--- src/rtl/rxipd_pkg.sv ---
// ----------------------------------------------------------------------------
// rxipd_pkg
// Shared codes, character constants and result-word bit positions for the
// receive FIFO with "+IPD," frame extractor.
// ----------------------------------------------------------------------------
package rxipd_pkg;

  // Operation codes carried with each input item.
  localparam logic [1:0] OP_RECEIVE = 2'd0;
  localparam logic [1:0] OP_READ    = 2'd1;
  localparam logic [1:0] OP_CLEAR   = 2'd2;

  // Detector phases.
  localparam logic [2:0] PH_IDLE  = 3'd0;
  localparam logic [2:0] PH_I     = 3'd1;
  localparam logic [2:0] PH_P     = 3'd2;
  localparam logic [2:0] PH_D     = 3'd3;
  localparam logic [2:0] PH_COMMA = 3'd4;
  localparam logic [2:0] PH_LEN   = 3'd5;
  localparam logic [2:0] PH_DATA  = 3'd6;

  localparam logic [7:0] CHAR_PLUS  = 8'h2B;
  localparam logic [7:0] CHAR_I     = 8'h49;
  localparam logic [7:0] CHAR_P     = 8'h50;
  localparam logic [7:0] CHAR_D     = 8'h44;
  localparam logic [7:0] CHAR_COMMA = 8'h2C;
  localparam logic [7:0] CHAR_COLON = 8'h3A;
  localparam logic [7:0] CHAR_ZERO  = 8'h30;
  localparam logic [7:0] CHAR_NINE  = 8'h39;

  localparam int          LEN_W   = 16;
  localparam logic [19:0] LEN_SAT = 20'd65535;
  localparam int          INDEX_W = 9;

  // Bit positions of the flags in the result tuser.
  localparam int USER_STORED  = 0;
  localparam int USER_RD_VLD  = 1;
  localparam int USER_PAY_VLD = 2;
  localparam int USER_ABORT   = 3;
  localparam int USER_W       = 4;

  // Flags of one result while it waits for the memory read data.
  typedef struct packed {
    logic stored;
    logic rd_valid;
    logic pay_valid;
    logic pay_last;
    logic abort;
  } flags_t;

  // Character expected in each header phase.
  function automatic logic [7:0] pattern_char(input logic [2:0] ph);
    logic [7:0] c;
    unique case (ph)
      PH_IDLE:  c = CHAR_PLUS;
      PH_I:     c = CHAR_I;
      PH_P:     c = CHAR_P;
      PH_D:     c = CHAR_D;
      PH_COMMA: c = CHAR_COMMA;
      default:  c = CHAR_PLUS;
    endcase
    return c;
  endfunction

endpackage

--- src/rtl/rxipd_ram.sv ---
// ----------------------------------------------------------------------------
// rxipd_ram
// Generic simple dual-port RAM: one write port, one read port, registered
// read data.
// ----------------------------------------------------------------------------
module rxipd_ram #(
  parameter int WIDTH = 8,
  parameter int DEPTH = 256
) (
  input  logic                     clk,
  input  logic                     we,
  input  logic [$clog2(DEPTH)-1:0] waddr,
  input  logic [WIDTH-1:0]         wdata,
  input  logic                     re,
  input  logic [$clog2(DEPTH)-1:0] raddr,
  output logic [WIDTH-1:0]         rdata
);

  logic [WIDTH-1:0] mem [DEPTH];

  always_ff @(posedge clk) begin
    if (we) begin
      mem[waddr] <= wdata;
    end
    if (re) begin
      rdata <= mem[raddr];
    end
  end

endmodule

--- src/rtl/rx_fifo_with_ipd_frame_extractor_top.sv ---
// ----------------------------------------------------------------------------
// rx_fifo_with_ipd_frame_extractor_top
// Receive byte FIFO in synchronous RAM with an inline "+IPD,<len>:" frame
// detector that streams the frame payload out alongside each result.
// ----------------------------------------------------------------------------
//
//  Channel   Direction  Signals                        Contents
//  --------  ---------  -----------------------------  --------------------------
//  in_       slave      tvalid tready tdata tuser      one operation per item
//  out_      master     tvalid tready tdata tuser tlast  one result per item
//
// Each accepted item yields one result through the FIFO RAM's registered read stage,
// then the output register; a new item can be accepted every cycle while in_tready is high.
// Pointer, count and detector state update at the accepting edge, so items never
// wait on each other. A stalled output parks one result in the output register
// and the next in the RAM read stage; in_tready drops only when both are full.
// Reset clears pointers, count, detector and stage valids, and holds in_tready low.
//
module rx_fifo_with_ipd_frame_extractor_top
  import rxipd_pkg::*;
#(
  parameter int FIFO_DEPTH  = 256,
  parameter int MAX_PAYLOAD = 512,
  localparam int CW         = $clog2(FIFO_DEPTH + 1),
  localparam int OUT_DATA_W = ((8 + 8 + INDEX_W + CW + 7) / 8) * 8
) (
  input  logic                  clk,
  input  logic                  rst_n,
  // Input item.
  input  logic                  in_tvalid,
  output logic                  in_tready,
  input  logic [7:0]            in_tdata,   // [7:0] rx_byte
  input  logic [1:0]            in_tuser,   // [1:0] op
  // Result item.
  output logic                  out_tvalid,
  input  logic                  out_tready,
  // [7:0] read_byte, [15:8] payload_byte, [24:16] payload_index,
  // then fifo_level, zero fill above
  output logic [OUT_DATA_W-1:0] out_tdata,
  // [0] stored, [1] read_valid, [2] payload_valid, [3] frame_abort
  output logic [USER_W-1:0]     out_tuser,
  output logic                  out_tlast   // payload_last
);

  localparam int AW  = $clog2(FIFO_DEPTH);
  localparam int PCW = $clog2(MAX_PAYLOAD + 1);

  // Architectural state.
  logic [AW-1:0]    wr_ptr_r, wr_ptr_nxt;
  logic [AW-1:0]    rd_ptr_r, rd_ptr_nxt;
  logic [CW-1:0]    count_r, count_nxt;
  logic [2:0]       phase_r, phase_nxt;
  logic [LEN_W-1:0] exp_len_r, exp_len_nxt;
  logic [PCW-1:0]   pay_cnt_r, pay_cnt_nxt;

  // RAM read stage: result fields waiting for the read data.
  logic               s1_valid_r, s1_valid_nxt;
  flags_t             s1_flags_r, flags;
  logic [7:0]         s1_pbyte_r;
  logic [INDEX_W-1:0] s1_index_r, pay_index;
  logic [CW-1:0]      s1_level_r;

  // Output register.
  logic                  out_valid_r;
  logic [OUT_DATA_W-1:0] out_data_r;
  logic [USER_W-1:0]     out_user_r;
  logic                  out_last_r;

  logic          accept, out_adv;
  logic          ram_we, ram_re;
  logic [7:0]    ram_rdata;
  logic [PCW-1:0] cnt_inc;
  logic [19:0]   len_calc;
  logic [31:0]   pay_cnt_ext;
  logic [7:0]    read_byte;

  assign out_adv   = !out_valid_r || out_tready;
  assign in_tready = rst_n && (!s1_valid_r || out_adv);
  assign accept    = in_tvalid && in_tready;

  assign cnt_inc     = pay_cnt_r + PCW'(1);
  assign pay_cnt_ext = 32'(pay_cnt_r);
  assign pay_index   = pay_cnt_ext[INDEX_W-1:0];
  // Decimal accumulate: len * 10 + digit, before saturation.
  assign len_calc = ({4'd0, exp_len_r} << 3) + ({4'd0, exp_len_r} << 1)
                  + 20'(4'(in_tdata - CHAR_ZERO));

  always_comb begin
    wr_ptr_nxt  = wr_ptr_r;
    rd_ptr_nxt  = rd_ptr_r;
    count_nxt   = count_r;
    phase_nxt   = phase_r;
    exp_len_nxt = exp_len_r;
    pay_cnt_nxt = pay_cnt_r;
    flags       = '0;
    ram_we      = 1'b0;
    ram_re      = 1'b0;
    if (accept) begin
      unique case (in_tuser)
        OP_RECEIVE: begin
          // FIFO push; a full FIFO drops the byte but the detector sees it.
          if (count_r != CW'(FIFO_DEPTH)) begin
            ram_we       = 1'b1;
            wr_ptr_nxt   = (wr_ptr_r == AW'(FIFO_DEPTH - 1)) ? '0 : wr_ptr_r + AW'(1);
            count_nxt    = count_r + CW'(1);
            flags.stored = 1'b1;
          end
          unique case (phase_r) inside
            PH_IDLE: begin
              if (in_tdata == CHAR_PLUS) begin
                phase_nxt   = PH_I;
                pay_cnt_nxt = '0;
                exp_len_nxt = '0;
              end
            end
            PH_I, PH_P, PH_D, PH_COMMA: begin
              // A mismatch goes back to idle without rechecking the byte.
              if (in_tdata == pattern_char(phase_r)) begin
                phase_nxt = phase_r + 3'd1;
              end else begin
                phase_nxt = PH_IDLE;
              end
            end
            PH_LEN: begin
              if (in_tdata >= CHAR_ZERO && in_tdata <= CHAR_NINE) begin
                exp_len_nxt = (len_calc > LEN_SAT) ? LEN_SAT[LEN_W-1:0]
                                                   : len_calc[LEN_W-1:0];
              end else if (in_tdata == CHAR_COLON) begin
                phase_nxt   = PH_DATA;
                pay_cnt_nxt = '0;
              end else begin
                phase_nxt = PH_IDLE;
              end
            end
            PH_DATA: begin
              if (pay_cnt_ext < 32'(MAX_PAYLOAD)) begin
                flags.pay_valid = 1'b1;
                pay_cnt_nxt     = cnt_inc;
                // A zero length also ends here, after the first byte.
                if (32'(cnt_inc) >= 32'(exp_len_r)) begin
                  flags.pay_last = 1'b1;
                  phase_nxt      = PH_IDLE;
                end
              end else begin
                flags.abort = 1'b1;
                phase_nxt   = PH_IDLE;
              end
            end
            default: phase_nxt = PH_IDLE;
          endcase
        end
        OP_READ: begin
          if (count_r != '0) begin
            ram_re         = 1'b1;
            rd_ptr_nxt     = (rd_ptr_r == AW'(FIFO_DEPTH - 1)) ? '0 : rd_ptr_r + AW'(1);
            count_nxt      = count_r - CW'(1);
            flags.rd_valid = 1'b1;
          end
        end
        OP_CLEAR: begin
          wr_ptr_nxt = '0;
          rd_ptr_nxt = '0;
          count_nxt  = '0;
        end
        default: begin
        end
      endcase
    end
  end

  // A read only ever reaches an entry written at an earlier edge, so no forwarding is needed.
  rxipd_ram #(
    .WIDTH (8),
    .DEPTH (FIFO_DEPTH)
  ) u_fifo_ram (
    .clk   (clk),
    .we    (ram_we),
    .waddr (wr_ptr_r),
    .wdata (in_tdata),
    .re    (ram_re),
    .raddr (rd_ptr_r),
    .rdata (ram_rdata)
  );

  assign s1_valid_nxt = accept || (s1_valid_r && !out_adv);
  assign read_byte    = s1_flags_r.rd_valid ? ram_rdata : 8'd0;

  always_ff @(posedge clk) begin
    if (!rst_n) begin
      wr_ptr_r    <= '0;
      rd_ptr_r    <= '0;
      count_r     <= '0;
      phase_r     <= PH_IDLE;
      exp_len_r   <= '0;
      pay_cnt_r   <= '0;
      s1_valid_r  <= 1'b0;
      out_valid_r <= 1'b0;
    end else begin
      wr_ptr_r   <= wr_ptr_nxt;
      rd_ptr_r   <= rd_ptr_nxt;
      count_r    <= count_nxt;
      phase_r    <= phase_nxt;
      exp_len_r  <= exp_len_nxt;
      pay_cnt_r  <= pay_cnt_nxt;
      s1_valid_r <= s1_valid_nxt;
      if (out_adv) begin
        out_valid_r <= s1_valid_r;
      end
    end
  end

  // Payload registers.
  always_ff @(posedge clk) begin
    if (accept) begin
      s1_flags_r <= flags;
      s1_pbyte_r <= flags.pay_valid ? in_tdata : 8'd0;
      s1_index_r <= flags.pay_valid ? pay_index : '0;
      s1_level_r <= count_nxt;
    end
    if (out_adv && s1_valid_r) begin
      out_data_r <= OUT_DATA_W'({s1_level_r, s1_index_r, s1_pbyte_r, read_byte});
      out_user_r <= {s1_flags_r.abort, s1_flags_r.pay_valid,
                     s1_flags_r.rd_valid, s1_flags_r.stored};
      out_last_r <= s1_flags_r.pay_last;
    end
  end

  assign out_tvalid = out_valid_r;
  assign out_tdata  = out_data_r;
  assign out_tuser  = out_user_r;
  assign out_tlast  = out_last_r;

endmodule

--- config.mk ---
export PLATFORM = sky130hd
export DESIGN_NAME = rx_fifo_with_ipd_frame_extractor_top
export DESIGN_NICKNAME = d
export VERILOG_FILES = /design/src/rtl/rxipd_pkg.sv /design/src/rtl/rxipd_ram.sv /design/src/rtl/rx_fifo_with_ipd_frame_extractor_top.sv
export SDC_FILE = /design/constraint.sdc
export NUM_CORES = 2
export LEC_CHECK = 0
export BUFFER_PORTS_ARGS = -buffer_cell sky130_fd_sc_hd__buf_2
export CAP_MARGIN = 20
export CORE_MARGIN = 2
export CORE_UTILIZATION = 55
export CTS_CLUSTER_SIZE = 8
export DETAILED_ROUTE_END_ITERATION = 6
export HOLD_SLACK_MARGIN = 0.1
export PLACE_DENSITY = 0.72
export SLEW_MARGIN = 20
export SYNTH_ARGS = -nofsm -noshare
export SYNTH_HDL_FRONTEND = slang
export SYNTH_HIERARCHICAL = 1
export SYNTH_SLANG_ARGS = --single-unit
--- constraint.sdc ---
create_clock -name clk -period 3.76 [get_ports clk]
set_input_delay 0.752 -clock clk [delete_from_list [all_inputs] [get_ports clk]]
set_output_delay 0.752 -clock clk [all_outputs]
set_load 0.01 [all_outputs]
Yosys cells after proc, flatten, opt, wreduce, memory -nomap -nowiden
Memories as Yosys holds them, arrays and structs flattened. A register that Yosys moved wholly into a read port is not among the register bits.
Index checks and enable logic that the tools add are counted.
Word-level totals
  flip-flop bits (word level): 126
  memory bits (writable): 2048
  input port bits: 14
  output and inout bits: 47
  word-level logic and storage cells: 127
  memories kept: 1
Memories
  u_fifo_ram.mem: depth 256, width 8, rd ports 1, clocked after memory_dff 1, write ports 1, line rxipd_ram.sv:19  | logic [WIDTH-1:0] mem [DEPTH];
Operators by class
  add/subtract/negate cells: 9
  magnitude comparators: 5
  equality and inequality tests: 22
  multiplexer cells: 44
  reduce and logical (&&, ||, !) cells: 26
Operator list (number)
  2-to-1 mux 8 bit: 7
  2-to-1 mux 16 bit: 3
  2-to-1 mux 10 bit: 4
  case mux 16 bit (2 select lines): 1
  case mux 8 bit (2 select lines): 2
  case mux 10 bit (3 select lines): 1
  case mux 7 bit (4 select lines): 1
  2-to-1 mux 3 bit: 9
  2-to-1 mux 9 bit: 3
  case mux 9 bit (3 select lines): 1
  adder 19 x 17 -> 20 bit: 1
  adder 20 x 4 -> 20 bit: 1
  > comparator 20 x 16 -> 1 bit (second input constant): 1
  adder 8 x 1 -> 8 bit (second input constant): 2
  equality test 8 x 6 -> 1 bit (second input constant): 2
  equality test 8 bit (second input constant): 2
  >= comparator 10 x 16 -> 1 bit: 1
  case mux 3 bit (4 select lines): 1
  adder 10 x 1 -> 10 bit (second input constant): 1
  less-than comparator 10 bit (second input constant): 1
  2-to-1 mux 1 bit: 10
  AND reduction 5 bit: 2
  adder 9 x 1 -> 9 bit (second input constant): 1
  equality test 3 bit (second input constant): 3
  other kinds (27): 45

Longest topological paths before layout
  depth in word-level cells: 9
  mapped depth: 11
  depth with buffers taken out: 11

Cells and area by module
The synthesis kept the hierarchy.
Modules (own cells, without submodules)
  rxipd_ram: instances 1, cells each 3733, area each 79636.4 sq um, sequential area each 61739.2 sq um
  rx_fifo_with_ipd_frame_extractor_top: instances 1, cells each 728, area each 7462.2 sq um, sequential area each 3223.1 sq um

Least setup slack after synthesis
OpenSTA, ideal clock, no wires.
  path type: input to register
  start point: input port in_tuser[0]
  end point: memory u_fifo_ram.mem[234][0] (enable)
  library setup time: 0.370 ns
  arrival time: 3.195 ns
  required time: 3.390 ns
  slack: 0.195 ns
  stages: 10
  cell sequence: buf_2 > or2_1 > buf_4 > nor4b_4 > and2_1 > clkbuf_1 > buf_1 > nand3_1 > clkbuf_1 > nor2_1
Between the ends
  longest elaborated chain between the ends: 5
RTL lines
  start, declared: line rx_fifo_with_ipd_frame_extractor_top.sv:33  | input logic [1:0] in_tuser,
  zero test 2 bit: line rx_fifo_with_ipd_frame_extractor_top.sv:99  | unique case (in_tuser)
  2-to-1 mux 1 bit
  2-to-1 mux 1 bit: line rx_fifo_with_ipd_frame_extractor_top.sv:98  | if (accept) begin
  named net ram_we: line rx_fifo_with_ipd_frame_extractor_top.sv:70  | logic ram_we, ram_re;
  2-to-1 mux 1 bit: line rxipd_ram.sv:22  | if (we) begin
  2-to-1 mux 1 bit (not written as such): line rxipd_ram.sv:23  | mem[waddr] <= wdata;
  end, declared: line rxipd_ram.sv:19
The timed path passes the listed nets, and every way through them passes these cells.

==> flow_summary.json <==
{
  "outcome": "complete, no violations",
  "synth_most_common_cell": "edfxtp_1",
  "total_power_mw": 52.7,
  "async_flop_share": 0,
  "slew_viol_final": 0,
  "gp_congestion": 0.918,
  "seqPwrFrac": 0.508,
  "synth_top_area_frac": 0.733,
  "cp-start-kind": "flop",
  "final_area_um2": 101000,
  "worst_pin_slew_ps": 1380,
  "cp_cell_sequence": "buf_12, mux4_2, a22o_1, a221oi_1, o32ai_1, nor3_1, nor4_1",
  "max_freq_mhz": 277,
  "core_region_area_um2": 158000,
  "postLayoutCoreUtil": 0.640,
  "wirelength_mm": 225,
  "synth_common_cells": "2,126 x edfxtp_1, 454 x mux4_2, 323 x nor2_1",
  "start_util": 0.552,
  "drive_above_1_share": 0.272,
  "arrival_ps": 4230,
  "dieArea_um2": 162000,
  "crit_type": "flop to flop",
  "synth_edf_count": 2126,
  "yosys_most_used_dff": "edfxtp_1",
  "path_clk_slew_ps": 50,
  "p_switching_mw": 10.3,
  "switching_share": 0.195,
  "post_cts_buffers": 0,
  "cts-resized-gates": 0,
  "placed_cell_area_um2": 92500,
  "wl_per_cell_um": 31.2,
  "overflow": 0,
  "avgViaCountPerCell": 6.61,
  "worst_setup_path_end_kind": "flop",
  "drv_cap": 0,
  "cts_root_buffer": "clkbuf_16",
  "synth-seq-area-share": 0.746,
  "ys_ff_latch": 2182,
  "grt_max_degree": 188,
  "dieWidth_um": 402,
  "grt_pass1_wl_mm": 327,
  "critPathMaxStageDelay_ps": 780,
  "cp_top_family": "compound AO/OA/AOI/OAI gates",
  "peakVddDrop_mv": 0.460,
  "drtAntennaViolNets": 0,
  "netlist_area_um2": 87100,
  "crit_fanout": 31,
  "p_int_mw": 42.5,
  "drc": 0,
  "io_pins": 61,
  "p_leak_nw": 32.1,
  "grtUsageTotal": 0.280,
  "syn_inst": 4461,
  "fin_nets": 5124,
  "fillCellCount": 10400,
  "cp_slowest_cell": "dfxtp_4",
  "ys_types": 100,
  "final_hold_viol_count": 0,
  "hold_class": "input pin to flop",
  "io_buffer_count": 54,
  "path_buf_inv": 1,
  "fin_skew_ps": 70.9,
  "dpl.hpwl_mm": 139,
  "cp_data_required_time_ps": 4370,
  "fin_setup_tns_ps": 0,
  "drtIter0Drc": 6707,
  "stdcell_count": 7196,
  "rsz0062_at_grt": "false",
  "cts_hold_buf": 0,
  "reg2reg_slack_ps": 140,
  "cts.sinks": 2182,
  "synth.area.top_cells": "edfxtp_1 73%, mux4_2 12%, mux2i_1 1.6%",
  "period_share": 0.962,
  "cts_tree": "done",
  "dp.cells": 6804,
  "cts_buffer_depth": 4,
  "area_growth_pct": 15.9,
  "fin_crit_ps": 3620,
  "grt_antenna_before_repair": 7,
  "power_frac_clock": 0.471,
  "clock_latency_ps": 940,
  "slew_headroom": 0.0810,
  "pwr_density_cell_nw_per_um2": 522,
  "h-tree-depth": 5,
  "avgSynthCellArea_um2": 19.5,
  "synth_top_area_cell": "edfxtp_1",
  "grt_pass1_vias": 48000,
  "yosys_warnings": 6,
  "firstDrtPassIters": 6,
  "dieHeight_um": 402,
  "rows": 146,
  "vias": 47600,
  "comb_power_share": 0.021,
  "cts_buffers": 323,
  "setup_viol": 0
}
-- cells in the final DEF, fill, tap and decap left out, types with 24 or more instances in the layout --
| cell type | count |
|---|---|
| a21oi_1 | 143 |
| mux4_2 | 454 |
| o21ai_0 | 38 |
| ha_1 | 51 |
| inv_1 | 24 |
| mux2i_1 | 137 |
| buf_2 | 46 |
| nor2_1 | 320 |
| buf_4 | 452 |
| o22ai_1 | 28 |
| clkbuf_16 | 327 |
| and2_1 | 46 |
| nand2_1 | 73 |
| nand3_1 | 60 |
| o221ai_1 | 47 |
| clkbuf_1 | 49 |
| dfxtp_1 | 51 |
| nor2b_1 | 33 |
| a22oi_1 | 145 |
| nor3_1 | 37 |
| buf_12 | 35 |
| nor4_1 | 27 |
| edfxtp_1 | 2126 |
-- tightest hold or removal path, stage by stage --
cell	delay [ps]
buf_2	110
inv_1	80
a21oi_1	120
-- power by group through the flow --
stage	Combinational, mW	Sequential (mW)	Clock (mW)
after floorplan	0.509	27.2	0
after global placement	1.08	27.2	0
after detailed placement	1.11	27.2	0
after CTS	1.11	26.8	25.1
after global routing	1.17	26.8	26.2
final	1.10	26.8	24.8
-- state kept, by name, summed over array words and instances (netlist names) --
name and cells:
u_fifo_ram/mem 2048, out_tdata 34, exp_len_r 16, pay_cnt_r 10, count_r 9, s1_index_r 9
s1_level_r 9, rd_ptr_r 8, s1_pbyte_r 8, u_fifo_ram/rdata 8, wr_ptr_r 8, s1_flags_r 5
out_tuser 4, phase_r 3, out_tlast 1, out_tvalid 1, s1_valid_r 1
-- stage by stage --
stage	hold WS (ps)	setup slack [ps]
2_1_floorplan	400	195
4_1_cts	138	135
3_5_place_dp	405	159
5_1_grt	171	156
3_3_place_gp	405	79.2
6_report	204	144
-- kinds of logic (layout without fill, tap and decap cells) --
family	count (synthesis)	count (layout)	synth area share
adder cells (fa/ha/maj)	53	53	0.00779
XOR/XNOR	19	19	0.00191
flip-flops	2182	2182	0.746
AO/OA/AOI/OAI	599	599	0.0493
other	1	12	0.0000431
buffers and inverters	301	953	0.0211
AND/OR/NAND/NOR	710	710	0.0398
multiplexers	596	596	0.134
-- path summary, 6_finish.rpt --
path / end / cells after the start / from
worst max-delay path: u_fifo_ram/rdata[3] / 7 / rd_ptr_r[1]
worst min-delay path: s1_valid_r / 3 / in_tvalid
worst max register to register: u_fifo_ram/rdata[3] / 7 / rd_ptr_r[1]
worst min register to register: out_tdata[19] / 0 / s1_index_r[3]
-- layer usage --
| layer | GRT usage | share of wire | wire length (um) | vias up |
|---|---|---|---|---|
| li1 | - | - | - | 19500 |
| met1 | 0.384 | 0.37 | 83800 | 24600 |
| met2 | 0.435 | 0.48 | 107000 | 2889 |
| met3 | 0.0686 | 0.11 | 24600 | 506 |
| met4 | 0.113 | 0.042 | 9430 | 6 |
| met5 | 0 | 0.00018 | 40 | - |
-- final cells by class --
class	instances	area, um^2	area share
Sequential cell	2182	65000	0.644
Clock inverter	10	97.6	0.000967
Tap cell	2072	2590	0.0257
Timing Repair Buffer	541	4440	0.0440
Clock buffer	376	8370	0.0829
Multi-Input combinational cell	1983	20400	0.202
Inverter	26	124	0.00123
Antenna cell	6	15.0	0.000149
Power figures use the tool's default switching activity.
